## config.mk

```make
export PLATFORM = sky130hd
export DESIGN_NAME = psc_ctrl
export DESIGN_NICKNAME = d
export VERILOG_FILES = /design/src/psc_pkg.sv /design/src/psc_ctrl.sv
export SDC_FILE = /design/constraint.sdc
export NUM_CORES = 1
export LEC_CHECK = 0
export BUFFER_PORTS_ARGS = -buffer_cell sky130_fd_sc_hd__buf_2
export CORE_AREA = 2 2 39 41
export CTS_BUF_LIST = sky130_fd_sc_hd__clkbuf_4 sky130_fd_sc_hd__clkbuf_8 sky130_fd_sc_hd__clkbuf_16
export DETAILED_ROUTE_END_ITERATION = 6
export DIE_AREA = 0 0 41 43
export PLACE_DENSITY = 0.46
export REMOVE_ABC_BUFFERS = 1
export SETUP_SLACK_MARGIN = 0.2
export SYNTH_ARGS = -nofsm -noshare
export SYNTH_HDL_FRONTEND = slang
export SYNTH_SLANG_ARGS = --single-unit
```

## constraint.sdc

```tcl
create_clock -name clk -period 3.9 [get_ports clk]
set_clock_uncertainty 0.1 [all_clocks]
set_input_delay 0.195 -clock clk [delete_from_list [all_inputs] [get_ports clk]]
set_output_delay 0.195 -clock clk [all_outputs]
set_load 0.01 [all_outputs]
```

## src/psc_pkg.sv

```systemverilog
// psc_pkg: shared types and constants for the per-source packet counter.
// Used by psc_ctrl, psc_dp and the top level; no dependencies.
`timescale 1ns / 1ps

package psc_pkg;

  // Frame layout
  localparam logic [15:0] ETH_TYPE_IPV4 = 16'h0800;
  localparam logic [5:0]  POS_MAX       = 6'd63;
  localparam logic [5:0]  POS_MIN_LAST  = 6'd33;  // last byte of a 34-byte frame
  localparam logic [5:0]  POS_ET_HI     = 6'd12;
  localparam logic [5:0]  POS_ET_LO     = 6'd13;
  localparam logic [5:0]  POS_SRC_FIRST = 6'd26;
  localparam logic [5:0]  POS_SRC_LAST  = 6'd29;
  localparam logic [5:0]  POS_DST_FIRST = 6'd30;
  localparam logic [5:0]  POS_DST_LAST  = 6'd33;

  // Result codes
  typedef enum logic [2:0] {
    OC_IGNORED  = 3'd0,
    OC_NO_MATCH = 3'd1,
    OC_COUNTED  = 3'd2,
    OC_INSERTED = 3'd3,
    OC_FULL     = 3'd4
  } outcome_t;

  // Controller to datapath
  typedef struct packed {
    logic beat;          // input beat accepted
    logic frame_end;     // accepted beat carries last
    logic load_imm;      // load result with no table action
    logic search_start;  // latch source, reset search pointer
    logic search_run;    // step the table scan
    logic commit;        // table write and result load
  } psc_cmd_t;

  // Datapath to controller
  typedef struct packed {
    logic frame_ok;      // long enough and IPv4
    logic dst_match;     // destination equals target
    logic hit;           // scan found the source
    logic miss;          // scan ran past the filled entries
  } psc_sts_t;

endpackage

```

## src/psc_ctrl.sv

```systemverilog
// psc_ctrl: frame/search sequencer and result valid flag.
// Depends on psc_pkg.
`timescale 1ns / 1ps

module psc_ctrl (
  input  logic              clk,
  input  logic              rst_n,
  input  logic              in_valid,
  input  logic              in_last,
  output logic              in_stall,
  output logic              out_valid,
  input  logic              out_stall,
  input  psc_pkg::psc_sts_t sts,
  output psc_pkg::psc_cmd_t cmd
);
  import psc_pkg::*;

  typedef enum logic [2:0] {
    S_RECV   = 3'b001,
    S_SEARCH = 3'b010,
    S_FINISH = 3'b100
  } state_t;

  state_t state_r, state_nxt;
  logic   out_valid_r, out_valid_nxt;
  logic   out_free;
  logic   acc;

  // Result register can take a new beat this cycle
  assign out_free = !out_valid_r || !out_stall;

  // A last byte may need the result register at once
  assign in_stall = (state_r != S_RECV) || (in_last && !out_free);
  assign acc      = in_valid && !in_stall;

  // Sequencer
  always_comb begin
    state_nxt        = state_r;
    cmd              = '0;
    cmd.beat         = acc;
    cmd.frame_end    = acc && in_last;
    case (state_r)
      S_RECV: begin
        if (acc && in_last) begin
          if (sts.frame_ok && sts.dst_match) begin
            cmd.search_start = 1'b1;
            state_nxt        = S_SEARCH;
          end else begin
            cmd.load_imm = 1'b1;
          end
        end
      end
      S_SEARCH: begin
        cmd.search_run = 1'b1;
        if (sts.hit || sts.miss) state_nxt = S_FINISH;
      end
      S_FINISH: begin
        if (out_free) begin
          cmd.commit = 1'b1;
          state_nxt  = S_RECV;
        end
      end
      default: state_nxt = S_RECV;
    endcase
  end

  // Result valid: set on load, cleared when taken
  always_comb begin
    out_valid_nxt = out_valid_r;
    if (out_valid_r && !out_stall) out_valid_nxt = 1'b0;
    if (cmd.load_imm || cmd.commit) out_valid_nxt = 1'b1;
  end

  always_ff @(posedge clk) begin
    if (!rst_n) begin
      state_r     <= S_RECV;
      out_valid_r <= 1'b0;
    end else begin
      state_r     <= state_nxt;
      out_valid_r <= out_valid_nxt;
    end
  end

  assign out_valid = out_valid_r;

endmodule

```

==> reports/metrics.cfg <==
[critical_path]
regToRegEndpoint = state_r[1]$_SDFFE_PN0P_
r2r-start = state_r[0]$_SDFFE_PN1P_
cp_max_fo = 5
cp-startpoint = state_r[0]$_SDFFE_PN1P_
cp.arrival_ns = 1.67
endpoint_kind = primary output
ff2ff_path_depth = 3
worstSetupPathType = flop to primary output
slowest_delay_ns = 0.43
endpoint = cmd[2]
cp_cell_sequence = or3b_4 -> or3_4 -> nor2_1 -> buf_2
rrSetupSlack_ns = 2.40
startpoint_type = flop
slowest_stage = or3b_4
critPathRequiredTime_ns = 3.61

[placed_design]
dpl.hpwl_um = 497
gp_congestion = 0.691
pre_cts_ws_ns = 2.18
port_buffers = 16

[grt]
overflow = 0
grt_pass1_vias = 262
grt_first_pass_wirelength_um = 945
track_usage_pct = 8.73
antenna_found_initial = 0
grt_max_degree = 7

[die]
initial_core_util_pct = 20.0
dieArea_um2 = 1760
die_w_um = 41
coreArea_um2 = 1380
io_pins = 17
die_y_um = 43
row_count = 14

[drt]
drc = 0
wl_per_cell_um = 9.19
wirelength_um = 625
drtIter0Drc = 6
route.vias.total = 305
drt-vias-per-instance = 4.49
first_pass_iters = 4
antenna_left = 0

[logic_synthesis]
synth_top_family_by_area = simple AND/OR/NAND/NOR gates
yosys-top-cells-area = dfxtp_1 29%, nand2_1 5.4%, nor2_1 5.4%
yosysSeqAreaShare_pct = 29.0
ys.flop_type = dfxtp_1
synth_simple_gate_area_share_pct = 44.3
synthAdderAreaFrac_pct = 0
synth_compound_area_share_pct = 18.1
synth_cell_types = 22
synth-warning-count = 0
yosysTopAreaCellShare_pct = 29.0
synth_cells = 34
syn_avg_cell_area_um2 = 8.13
netlist_area_um2 = 277
synthMuxAreaShare_pct = 0
ys_async_sr_fraction_pct = 0
post-synth-top-area-cell = dfxtp_1
synth_edf_count = 0
synth_top_cells_by_count = 4 x dfxtp_1, 4 x nand2_1, 4 x nor2_1
synth-seq-cells = 4
synthXorXnorAreaFrac_pct = 3.17

[timing]
setup_tns_ns = 0
period_share_pct = 50.5
max_slew_margin_pct = 79.9
fin_ws_ns = 1.93
whs_ns = 0.116
slew_viol_final = 0
rsz0062_at_grt = false
finalHoldViolations = 0
fmax_mhz = 508
finalCriticalPeriod_ns = 1.97
tightest_slew_ns = 0.301
finalSetupViolCount = 0

[final_layout]
fillers = 160
multi_input_area_um2 = 181
drive_gt1_share_pct = 50.0
layout.nets = 63
antennaDiodeCount = 0
area_delta_synth_final_pct = 41.6
register_area_um2 = 80.1

[power_and_ir_drop]
p_per_area_nw_per_um2 = 301
p_leak_uw = 0.000202
ir_drop_mv = 0.140

[clocking]
ctsResizeCount = 0
cts_sinks = 4
path_clk_slew_ns = 0.03
cts_tree = yes
cts_setup_buffers = 0
htreeDepth = 1
cts_made_buffers = 3
insertion_delay_ns = 0.24
clk_path_buf_depth = 2
cts-root-buf = clkbuf_4
holdBufCountCts = 0

[min_path]
hold_class = input pin to flop

[outcome]
outcome = finished, final reports clean

[run]
max_cap_viol_count = 0

[worst min path at each step]
stage,startpoint,endpoint,cells after the start
after CTS,rst_n,state_r[0]$_SDFFE_PN1P_,2
after global placement,rst_n,state_r[0]$_SDFFE_PN1P_,2
after floorplan,rst_n,state_r[0]$_SDFFE_PN1P_,1
after global routing,rst_n,state_r[0]$_SDFFE_PN1P_,2
after detailed placement,rst_n,state_r[0]$_SDFFE_PN1P_,2
final,rst_n,state_r[0]$_SDFFE_PN1P_,2
[cells in the final DEF, fill, tap and decap left out, drive strengths merged, types with 2 or more instances in the layout]
cell	n
buf	16
nand2	4
nor2	4
dfxtp	4
clkbuf	3
inv	2
o22ai	2
nand3	2
or3b	2
o21ai	2
[sequential cells by signal, indices dropped and copies added (netlist names)]
name	cells
out_valid	1
state_r	3
[per-layer routing]
| layer | vias up | global-route usage [%] | share of wire, % |
|---|---|---|---|
| li1 | 157 | - | - |
| met1 | 134 | 9.29 | 44 |
| met2 | 14 | 11.6 | 43 |
| met3 | 0 | 6.28 | 12 |
| met4 | 0 | 6.00 | 0 |
| met5 | - | 0 | 0 |
[layout make-up]
class	count	share of cell area (%)
Timing Repair Buffer	16	20.4
Inverter	2	1.92
Sequential cell	4	20.4
Tap cell	16	5.11
Multi-Input combinational cell	27	46.3
Clock buffer	3	5.75
[logic make-up after synthesis]
kind of cell              count (synthesis)
DFF                                       4
buffers and inverters                     3
AOI/OAI and AO/OA                         7
xor gates and xnor gates                  1
and+or+nand+nor                          19
[critical path: cells and delay by family (launching register included)]
| kind | cells | cell delay (ns) |
|---|---|---|
| flops | 1 | 0.37 |
| simple gates | 3 | 0.94 |
| buf+inv | 1 | 0.13 |
[power by group]
| part | total [uW] | leakage [uW] | internal [uW] | switching (uW) |
|---|---|---|---|---|
| Clock | 51.4 | 0.0000138 | 34.4 | 17.0 |
| Combinational | 22.9 | 0.000156 | 11.6 | 11.2 |
| Sequential | 43.6 | 0.0000325 | 42.5 | 1.15 |
[metrics by stage]
stage	cells	total power, uW	cell area, um2	util [%]
global placement	65	67.3	369	26.7
finish	68	118	392	28.3
floorplan	33	57.0	269	-
detailed placement	65	67.1	369	26.7
CTS	68	122	392	28.3
global route	68	125	392	28.3
Note: power is estimated with default switching activity, not from simulation.
